### config.mk
export PLATFORM = sky130hd
export DESIGN_NAME = archive_offset_descrambler_core
export DESIGN_NICKNAME = d
export VERILOG_FILES = /design/src/hw/rtl/aod_pkg.sv /design/src/hw/rtl/aod_front.sv /design/src/hw/rtl/aod_queue.sv /design/src/hw/rtl/aod_back.sv /design/src/hw/rtl/archive_offset_descrambler_core.sv
export SDC_FILE = /design/constraint.sdc
export NUM_CORES = 2
export LEC_CHECK = 0
export ABC_CLOCK_PERIOD_IN_PS = 13600
export BUFFER_PORTS_ARGS = -buffer_cell sky130_fd_sc_hd__buf_2
export CAP_MARGIN = 20
export CORE_MARGIN = 2
export CORE_UTILIZATION = 30
export CTS_CLUSTER_DIAMETER = 100
export DETAILED_ROUTE_END_ITERATION = 7
export PLACE_DENSITY = 0.48
export REMOVE_ABC_BUFFERS = 1
export SLEW_MARGIN = 20
export SYNTH_ARGS = -nofsm -noshare
export SYNTH_HDL_FRONTEND = slang
export SYNTH_HIERARCHICAL = 1
export SYNTH_SLANG_ARGS = --single-unit
### constraint.sdc
create_clock -name clk -period 13.6 [get_ports clk]
set_clock_uncertainty 0.1 [all_clocks]
set_input_delay 0.68 -clock clk [delete_from_list [all_inputs] [get_ports clk]]
set_output_delay 0.68 -clock clk [all_outputs]
set_load 0.02 [all_outputs]
### src/hw/rtl/aod_pkg.sv
package aod_pkg;

	localparam int unsigned WORD_W          = 32;
	localparam int unsigned VERSION_W       = 8;
	localparam int unsigned CFG_INDEX_W     = 1;
	localparam int unsigned CFG_DATA_W      = 32;
	localparam int unsigned QUEUE_DEPTH_DEF = 2;
	localparam int unsigned CANDIDATE_COUNT = 255;
	localparam int unsigned VERSION_COUNT   = 1 << VERSION_W;
	localparam logic [WORD_W-1:0] OFFSET_BIAS = 32'h581C_3F6D;
	localparam logic [WORD_W-1:0] DIGIT_BASE  = 32'h0000_0031; // ASCII '0' plus one

	typedef enum logic [CFG_INDEX_W-1:0] {
		REG_VERSION_BYTE = 1'b0,
		REG_DATA_START   = 1'b1
	} cfg_reg_t;

	typedef struct packed {
		logic              found;
		logic [WORD_W-1:0] key;
	} key_ent_t;

	typedef key_ent_t [VERSION_COUNT-1:0] key_tab_t;

	// Shared by front and back; user keeps them constant while words are in flight.
	typedef struct packed {
		logic              found;
		logic [WORD_W-1:0] key;
		logic [WORD_W-1:0] start;
	} cfg_t;

	// One classified word on its way from front to back.
	typedef struct packed {
		logic [WORD_W-1:0] diff;
		logic [WORD_W-1:0] word;
	} item_t;

	typedef struct packed {
		logic full;
		logic empty;
	} q_stat_t;

	// Fold decimal digits into the candidate sum, most significant digit first.
	function automatic logic [WORD_W-1:0] fold_digit(logic [WORD_W-1:0] sum, int unsigned d);
		logic [WORD_W-1:0] r;
		r = (sum << 5) + DIGIT_BASE + WORD_W'(d);
		return r;
	endfunction

	// Version byte to key map. Walk candidates from high to low so that the
	// lowest matching candidate is the one left in each entry.
	function automatic key_tab_t build_key_table();
		key_tab_t          tab;
		logic [WORD_W-1:0] s;
		logic [7:0]        x;
		int unsigned       i;
		tab = '0;
		for (int h = 2; h >= 0; h--) begin
			for (int t = 9; t >= 0; t--) begin
				for (int u = 9; u >= 0; u--) begin
					i = 100 * h + 10 * t + u;
					if (i < CANDIDATE_COUNT) begin
						s = '0;
						if (h > 0) begin
							s = fold_digit(s, h);
							s = fold_digit(s, t);
						end else if (t > 0) begin
							s = fold_digit(s, t);
						end
						s = fold_digit(s, u);
						x = ~(s[31:24] ^ s[23:16] ^ s[15:8] ^ s[7:0]);
						tab[x] = '{found: 1'b1, key: s};
					end
				end
			end
		end
		return tab;
	endfunction

	localparam key_tab_t KEY_TABLE = build_key_table();

endpackage

### src/hw/rtl/aod_front.sv
module aod_front (
	input  logic                             clk,
	input  logic                             arst_n,
	input  logic                             in_valid,
	output logic                             in_ready,
	input  logic [aod_pkg::WORD_W-1:0]       word_position,
	input  logic [aod_pkg::WORD_W-1:0]       scrambled_word,
	input  logic                             cfg_we,
	input  logic [aod_pkg::CFG_INDEX_W-1:0]  cfg_index,
	input  logic [aod_pkg::CFG_DATA_W-1:0]   cfg_data,
	output aod_pkg::cfg_t                    cfg,
	output logic                             push,
	output aod_pkg::item_t                   push_item,
	input  aod_pkg::q_stat_t                 q_stat
);
	import aod_pkg::*;

	key_ent_t          key_q;
	logic [WORD_W-1:0] start_q;
	logic              v_s1;
	item_t             item_s1;

	// Settings: key comes straight from the table on a version write.
	always_ff @(posedge clk or negedge arst_n) begin
		if (!arst_n) begin
			key_q   <= KEY_TABLE[VERSION_W'(0)];
			start_q <= '0;
		end else if (cfg_we) begin
			case (cfg_reg_t'(cfg_index))
				REG_VERSION_BYTE: key_q   <= KEY_TABLE[cfg_data[VERSION_W-1:0]];
				REG_DATA_START:   start_q <= cfg_data[WORD_W-1:0];
				default: ;
			endcase
		end
	end

	assign push     = v_s1 && !q_stat.full;
	assign in_ready = !v_s1 || !q_stat.full;

	always_ff @(posedge clk or negedge arst_n) begin
		if (!arst_n) begin
			v_s1 <= 1'b0;
		end else if (in_ready) begin
			v_s1 <= in_valid;
		end
	end

	always_ff @(posedge clk) begin
		if (in_valid && in_ready) begin
			item_s1.diff <= ~(word_position - start_q);
			item_s1.word <= scrambled_word;
		end
	end

	assign push_item = item_s1;
	assign cfg       = '{found: key_q.found, key: key_q.key, start: start_q};

endmodule

### src/hw/rtl/aod_queue.sv
module aod_queue #(
	parameter int unsigned DEPTH = aod_pkg::QUEUE_DEPTH_DEF
) (
	input  logic             clk,
	input  logic             arst_n,
	input  logic             push,
	input  aod_pkg::item_t   push_item,
	input  logic             pop,
	output aod_pkg::item_t   head,
	output aod_pkg::q_stat_t q_stat
);
	import aod_pkg::*;

	localparam int unsigned PTR_W = (DEPTH > 1) ? $clog2(DEPTH) : 1;
	localparam int unsigned CNT_W = $clog2(DEPTH + 1);
	localparam logic [PTR_W-1:0] LAST = PTR_W'(DEPTH - 1);

	item_t             mem [DEPTH];
	logic [PTR_W-1:0]  wr_ptr_q;
	logic [PTR_W-1:0]  rd_ptr_q;
	logic [CNT_W-1:0]  count_q;

	always_ff @(posedge clk or negedge arst_n) begin
		if (!arst_n) begin
			wr_ptr_q <= '0;
			rd_ptr_q <= '0;
			count_q  <= '0;
		end else begin
			if (push) begin
				wr_ptr_q <= (wr_ptr_q == LAST) ? '0 : wr_ptr_q + 1'b1;
			end
			if (pop) begin
				rd_ptr_q <= (rd_ptr_q == LAST) ? '0 : rd_ptr_q + 1'b1;
			end
			if (push && !pop) begin
				count_q <= count_q + 1'b1;
			end else if (pop && !push) begin
				count_q <= count_q - 1'b1;
			end
		end
	end

	always_ff @(posedge clk) begin
		if (push) begin
			mem[wr_ptr_q] <= push_item;
		end
	end

	assign head         = mem[rd_ptr_q];
	assign q_stat.full  = (count_q == CNT_W'(DEPTH));
	assign q_stat.empty = (count_q == '0);

endmodule

### src/hw/rtl/aod_back.sv
module aod_back (
	input  logic                        clk,
	input  logic                        arst_n,
	input  aod_pkg::cfg_t               cfg,
	input  aod_pkg::item_t              head,
	input  aod_pkg::q_stat_t            q_stat,
	output logic                        pop,
	output logic                        out_valid,
	input  logic                        out_ready,
	output logic [aod_pkg::WORD_W-1:0]  plain_offset,
	output logic                        key_found
);
	import aod_pkg::*;

	logic              v_s2, v_s3, v_s4;
	logic              rdy_s2, rdy_s3, rdy_s4;
	logic [WORD_W-1:0] prod_s2, word_s2;
	logic [WORD_W-1:0] t_s3, word_s3;
	logic [WORD_W-1:0] off_s4;
	logic [2*WORD_W-1:0] rot_wide;
	logic [WORD_W-1:0] rot;

	assign rdy_s4 = !v_s4 || out_ready;
	assign rdy_s3 = !v_s3 || rdy_s4;
	assign rdy_s2 = !v_s2 || rdy_s3;
	assign pop    = !q_stat.empty && rdy_s2;

	always_ff @(posedge clk or negedge arst_n) begin
		if (!arst_n) begin
			v_s2 <= 1'b0;
			v_s3 <= 1'b0;
			v_s4 <= 1'b0;
		end else begin
			if (rdy_s2) v_s2 <= !q_stat.empty;
			if (rdy_s3) v_s3 <= v_s2;
			if (rdy_s4) v_s4 <= v_s3;
		end
	end

	assign rot_wide = {t_s3, t_s3} << t_s3[4:0];
	assign rot      = rot_wide[2*WORD_W-1:WORD_W];

	always_ff @(posedge clk) begin
		if (pop) begin
			prod_s2 <= WORD_W'(head.diff * cfg.key);
			word_s2 <= head.word;
		end
		if (v_s2 && rdy_s3) begin
			t_s3    <= prod_s2 - OFFSET_BIAS;
			word_s3 <= word_s2;
		end
		if (v_s3 && rdy_s4) begin
			off_s4 <= (rot ^ word_s3) + cfg.start;
		end
	end

	assign out_valid    = v_s4;
	assign plain_offset = off_s4;
	assign key_found    = cfg.found;

endmodule

### src/hw/rtl/archive_offset_descrambler_core.sv
// Channel | Direction | Handshake             | Payload
// in      | input     | in_valid / in_ready   | word_position, scrambled_word
// out     | output    | out_valid / out_ready | plain_offset, key_found
// cfg     | input     | cfg_we (no wait)      | cfg_index, cfg_data
//
// One word per cycle sustained while the output is not stalled; an accepted
// word passes the front register (loaded at acceptance), then the queue,
// multiply, bias and output registers before out_valid rises.
// Reset is asynchronous; the key for version byte zero is loaded at reset.
// Either side may stall alone: with the output held, in_ready drops once
// QUEUE_DEPTH plus four words are held (queue, three back stages, front).
module archive_offset_descrambler_core #(
	parameter int unsigned QUEUE_DEPTH = aod_pkg::QUEUE_DEPTH_DEF
) (
	input  logic                            clk,
	input  logic                            arst_n,
	input  logic                            in_valid,
	output logic                            in_ready,
	input  logic [aod_pkg::WORD_W-1:0]      word_position,
	input  logic [aod_pkg::WORD_W-1:0]      scrambled_word,
	output logic                            out_valid,
	input  logic                            out_ready,
	output logic [aod_pkg::WORD_W-1:0]      plain_offset,
	output logic                            key_found,
	input  logic                            cfg_we,
	input  logic [aod_pkg::CFG_INDEX_W-1:0] cfg_index,
	input  logic [aod_pkg::CFG_DATA_W-1:0]  cfg_data
);
	import aod_pkg::*;

	cfg_t    cfg;
	item_t   push_item;
	item_t   head;
	q_stat_t q_stat;
	logic    push;
	logic    pop;

	// Front: hold settings, look up the key, and form ~(position - start).
	aod_front u_front (
		.clk            (clk),
		.arst_n         (arst_n),
		.in_valid       (in_valid),
		.in_ready       (in_ready),
		.word_position  (word_position),
		.scrambled_word (scrambled_word),
		.cfg_we         (cfg_we),
		.cfg_index      (cfg_index),
		.cfg_data       (cfg_data),
		.cfg            (cfg),
		.push           (push),
		.push_item      (push_item),
		.q_stat         (q_stat)
	);

	// Decouple the two halves so a stalled output does not freeze the front.
	aod_queue #(
		.DEPTH (QUEUE_DEPTH)
	) u_queue (
		.clk       (clk),
		.arst_n    (arst_n),
		.push      (push),
		.push_item (push_item),
		.pop       (pop),
		.head      (head),
		.q_stat    (q_stat)
	);

	// Back: multiply by the key, drop the bias, rotate, unmask and rebase.
	aod_back u_back (
		.clk          (clk),
		.arst_n       (arst_n),
		.cfg          (cfg),
		.head         (head),
		.q_stat       (q_stat),
		.pop          (pop),
		.out_valid    (out_valid),
		.out_ready    (out_ready),
		.plain_offset (plain_offset),
		.key_found    (key_found)
	);

endmodule

==> After elaboration in Yosys (flattened, before gate mapping) <==
Memories as Yosys holds them, arrays and structs flattened. A register that Yosys moved wholly into a read port is not among the register bits.
Index checks and enable logic that the tools add are counted.
{ "op_classes": {"addsub": 7, "mul": 1, "div_mod_pow": 0, "n_lt_le_gt_ge": 0, "n_eq_ne": 1, "n_shift": 1, "muxes": 6, "n_bitwise": 3, "n_reduce_logical": 24} }
{ "op_table": {"columns": ["op", "count"], "rows": [
  ["$shl 64x5->64", 1],
  ["$add 32x32->32", 1],
  ["$mul 32x32->32", 1],
  ["$not 32->32", 1],
  ["$sub 32x31->32 const B", 1],
  ["$sub 32x32->32", 1],
  ["$xor 32x32->32", 1],
  ["$logic_not 1->1", 9],
  ["$logic_and 1x1->1", 7],
  ["$logic_or 1x1->1", 4],
  ["$mux 1", 4],
  ["$mux 2", 2],
  ["$reduce_and 2->1", 2],
  ["$add 1x1->1 const B", 2],
  ["$add 2x1->2 const B", 1],
  ["$eq 2x2->1 const B", 1],
  ["$logic_not 2->1", 1],
  ["$reduce_bool 2->1", 1],
  ["$sub 2x1->2 const B", 1],
  ["$not 1->1", 1]
]} }
{ "word_totals": {"reg_bits": 264, "latch_bits": 0, "ramBits": 128, "rom_bits": 8448, "inputBits": 102, "output_inout_bits": 35, "word_cells": 60, "mem_count": 2} }
{ "mem_list": {"columns": ["memory", "depth", "word_bits", "rd", "rd_ports_with_merged_regs", "wr", "line_no", "rtl"], "rows": [
  ["(no name shown)", 256, 33, 1, 1, 0, "aod_front.sv:30", "REG_VERSION_BYTE: key_q <= KEY_TABLE[cfg_data[VERSION_W-1:0]];"],
  ["u_queue.mem", 2, 64, 1, 0, 1, "aod_queue.sv:18", "item_t mem [DEPTH];"]
]} }

==> Depth between registers and ports, before layout <==
{ "logic_depth": {"word_depth": 8, "mapped_depth": 30, "mapped_depth_nobuf": 27} }

==> Cells and area by module <==
Netlist, hierarchy kept.
{ "modules_own_cells": {"columns": ["mod", "n_inst", "cells_each", "area_per_inst_um2", "seq_area_each_um2"], "rows": [
  ["aod_back", 1, 2484, 24731.2, 4879.7],
  ["aod_front", 1, 675, 6687.7, 3108.0],
  ["aod_queue", 1, 215, 5011.1, 3943.8]
]} }

==> Worst setup path after synthesis <==
Ideal clock, no wire load.
{ "synth_path": {"path_type": "flip-flop to flip-flop", "startpoint": "register u_queue.rd_ptr_q", "endpoint": "register u_back.prod_s2[30] (data pin)", "setup_ns": 0.134, "arrival_ns": 7.484, "required_time_ns": 13.366, "path_slack_ns": 5.882, "stages_incl_launch_ff": 29, "path_buffers": 5, "period_less_slack_ns": 7.718, "path_cell_list": "dfrtp_1 -> buf_6 -> buf_6 -> mux2_4 -> clkbuf_1 -> clkbuf_1 -> nand2_1 -> fa_1 -> fa_1 -> inv_1 -> fa_1 -> inv_1 -> fa_1 -> inv_1 -> fa_1 -> fa_1 -> inv_1 -> fa_1 -> fa_1 -> inv_1 -> ha_1 -> buf_6 -> a21o_1 -> o311a_1 -> a311o_1 -> a211oi_2 -> o31ai_2 -> or4b_1 -> nand3_1"} }
{ "synth_lines": {"columns": ["element", "line_no", "rtl"], "rows": [
  ["from (decl)", "aod_queue.sv:20", "logic [PTR_W-1:0] rd_ptr_q;"],
  ["from (signal assigned)", "aod_queue.sv:33", "rd_ptr_q <= (rd_ptr_q == LAST) ? '0 : rd_ptr_q + 1'b1;"],
  ["to (signal assigned)", "aod_back.sv:45", "prod_s2 <= WORD_W'(head.diff * cfg.key);"],
  ["to (decl)", "aod_back.sv:17", "logic [WORD_W-1:0] prod_s2, word_s2;"]
]} }

==> impl_metrics.toml <==
[outcome]
outcome = "finished clean"

[floorplanning]
io_pins = 137
die-area_um2 = 124000
die-width_um = 352
coreArea_um2 = 120000
rows = 127
start_util_pct = 30.3
die_y_um = 352

[critical_path]
worstSetupStartpointType = "register"
crit_slowest_cell = "buf_4"
max_stage_delay_ns = 0.72
worstPathArrival_ns = 9.32
path_cells = "buf_4 -> mux2_2 -> and2_1 -> fa_1 -> inv_1 -> fa_1 -> fa_1 -> fa_1 -> inv_1 -> fa_1 -> inv_1 -> fa_1 -> inv_1 -> fa_1 -> fa_1 -> ha_1 -> nand2_1 -> o21ai_1 -> o311a_1 -> a311o_1 -> a211oi_2 -> o31ai_2 -> or4b_1 -> nand3_1"
cp_max_fo = 42
worstPathRequired_ns = 13.93
crit_type = "reg2reg"
end_kind = "register"
cp-endpoint = "u_back/prod_s2[30]"
reg2reg_from = "u_queue/rd_ptr_q"
crit_start = "u_queue/rd_ptr_q"
critPathMostFrequentCell = "fa_1"
r2r_setup_slack_ns = 4.61
rr_worst_depth = 24
r2r_end = "u_back/prod_s2[30]"

[sta]
post-route-period-util_pct = 66.1
rsz0062_at_grt = "false"
report.final.slew_viol_count = 0
fmax_mhz = 111
worst_pin_slew_ns = 1.08
setup-tns-final_ns = 0
final.min_clock_period_ns = 8.99
setup_viol = 0
finalHoldViolCount = 0
slew_headroom_pct = 28.2

[cells_and_area]
fin_nets = 4114
drive_above_1_share_pct = 11.4
nFillCells = 12325
syn_to_final_growth_pct = 10.2

[placement]
gp_congestion = 0.849
hpwl_mm = 73.5
port_buffers = 136

[global_routing]
grt_max_degree = 67
grt_overflow_total = 0
antenna_found_initial = 8
grt_pass1_wl_mm = 150
track_usage_pct = 15.5
grt_pass1_vias = 24670

[flow_run]
maxCapViolCount = 0

[clock_tree]
root_buffer = "clkbuf_16"
htree_levels = 2
cts.sinks = 406
holdBufCountCts = 0
cts_tree = "yes"
cts_max_path_buffers = 3
postCtsSetupBuffers = 0
post_cts_resize_count = 0
worstSkewPairLatency_ns = 0.60
path_clk_slew_ns = 0.06
cts_made_buffers = 46

[routing]
firstDrtPassIters = 5
num_vias = 23660
ant_nets = 0
drt-total-wl_mm = 95.9
wire_per_inst_um = 18.9
dr.first_iter.drc_count = 1428
vias_per_cell = 4.67
drc = 0

[synth]
synth-edff-count = 352
seq_area_frac_synth_pct = 32.8
synthDistinctLibCells = 86
synth_area_um2 = 36400
syn_area_per_cell_um2 = 10.8
postSynthRegisterBits = 406
yosysWarnings = 6
async_flop_share_pct = 13.3
netlist_instances = 3374
synth_ff_type = "edfxtp_1"

[hold_path]
hp-class = "in2async"
[how the worst min path moves through the flow]
stage	startpoint	end	slack, ns
global placement	u_back/word_s2[17]	u_back/word_s3[17]	0.30
CTS	scrambled_word[25]	u_front/push_item[25]	0.11
floorplan	arst_n	u_back/out_valid	0.28
finish	arst_n	u_front/cfg[34]	0.15
global route	scrambled_word[24]	u_front/push_item[24]	0.12
detailed placement	u_back/word_s2[14]	u_back/word_s3[14]	0.30
[final cells by class]
type	count	area (µm²)	area share, %
timing repair buffer	156	831	2.07
multi-input combinational	2342	22000	54.8
inverter	462	1730	4.32
sequential	406	11900	29.7
clock inverter	28	380	0.947
antenna	2	5.00	0.0125
clock buffer	56	1240	3.08
tap	1612	2020	5.02
[layout by cell type (no fill, tap or decap), types with 16 or more instances in the layout]
master,Yosys,routed
inv_1,459,459
fa_1,410,410
nand2_1,374,373
edfxtp_1,352,352
and2_1,292,288
ha_1,188,188
buf_2,21,136
xnor2_1,123,123
a21oi_1,120,119
o21ai_0,105,105
nor2_1,105,105
xor2_1,77,77
mux2_2,56,56
mux2i_1,56,56
mux2_4,50,50
clkbuf_16,0,46
dfrtp_1,46,45
a21o_1,38,38
nand3_1,30,30
nor3_1,25,25
nand2b_1,21,21
buf_4,20,20
mux4_2,20,20
a211oi_1,20,20
conb_1,1,17
a31oi_1,16,16
and3_1,16,16
[metrics by stage]
step / hold slack (ns) / std cells / utilization, % / setup WS [ns] / cell area, µm²
2_1_floorplan: 0.284 / 3210 / - / 4.30 / 35700
4_1_cts: 0.114 / 5062 / 33.4 / 4.44 / 40200
3_5_place_dp: 0.305 / 4978 / 32.1 / 4.50 / 38500
5_1_grt: 0.121 / 5062 / 33.4 / 4.13 / 40200
3_3_place_gp: 0.301 / 4978 / 32.1 / 4.62 / 38500
6_report: 0.152 / 5064 / 33.4 / 4.61 / 40200
[critical path: cells and delay by family, from the launching register on]
family / cells / cell delay (ns)
AO/OA/AOI/OAI: 5 / 1.27
adder cells (fa/ha/maj): 9 / 4.34
buffers and inverters: 5 / 0.92
flip-flops: 1 / 0.71
multiplexers: 1 / 0.59
AND/OR/NAND/NOR: 4 / 0.87
[metal layers]
| layer | wire length [µm] | up-vias | GRT usage (%) |
|---|---|---|---|
| met5 | 21 | - | 0 |
| met4 | 1140 | 4 | 2.63 |
| met3 | 3360 | 62 | 1.61 |
| met2 | 46900 | 421 | 26.4 |
| met1 | 44600 | 12047 | 21.6 |
| li1 | - | 11126 | - |
[kinds of logic after synthesis]
group / Yosys count / share of synthesized area, %
adders and majority gates: 598 / 29.0
and+or+nand+nor: 930 / 12.6
xor gates and xnor gates: 200 / 4.81
AOI/OAI and AO/OA: 415 / 7.23
other: 1 / 0.0103
muxes: 182 / 6.57
buffers and inverters: 642 / 7.06
DFF: 406 / 32.8
[synth_stat cells, drive strengths merged, types with 4 or more instances]
cell type | count | area (µm²)
or4 | 4 | 30.0
nand2b | 21 | 131
a31oi | 16 | 100
o21a | 8 | 61.3
dfstp | 8 | 210
or2 | 6 | 37.5
a221oi | 5 | 56.3
nand2 | 374 | 1400
mux2 | 106 | 1380
and3 | 16 | 100
fa | 410 | 8210
or3 | 6 | 37.5
nor2 | 105 | 394
inv | 461 | 1730
xor2 | 77 | 674
dfrtp | 46 | 1150
nor2b | 16 | 100
o22ai | 5 | 31.3
nand3 | 30 | 150
nor4 | 8 | 50.1
o31ai | 11 | 92.6
nor3 | 25 | 125
a21oi | 124 | 636
a311oi | 5 | 43.8
o211ai | 11 | 82.6
clkbuf | 124 | 465
a2111oi | 5 | 43.8
ha | 188 | 2350
xnor2 | 123 | 1080
mux4 | 20 | 450
mux2i | 56 | 561
nand4 | 13 | 81.3
and2 | 293 | 1840
a211oi | 22 | 175
edfxtp | 352 | 10600
o21ai | 114 | 571
a21o | 38 | 285
buf | 56 | 372
a21boi | 5 | 37.5
o21bai | 9 | 67.6
and4 | 4 | 35.0
[flip-flops by register name, indices dropped and copies added, names as in the netlist]
signal               count
u_front/v_s1             1
u_back/prod_s2          32
u_front/cfg             14
u_back/word_s2          32
u_front/push_item       64
u_queue/count_q          2
u_queue/mem            128
u_back/out_valid         1
u_back/t_s3             32
u_back/plain_offset     32
u_queue/rd_ptr_q         1
u_back/v_s3              1
u_back/v_s2              1
u_back/word_s3          32
u_queue/wr_ptr_q         1
u_front/start_q         32
Power is left out: the tool's default activity adds up to more than one toggle a clock period on the data nets, which glitch-free logic cannot reach.
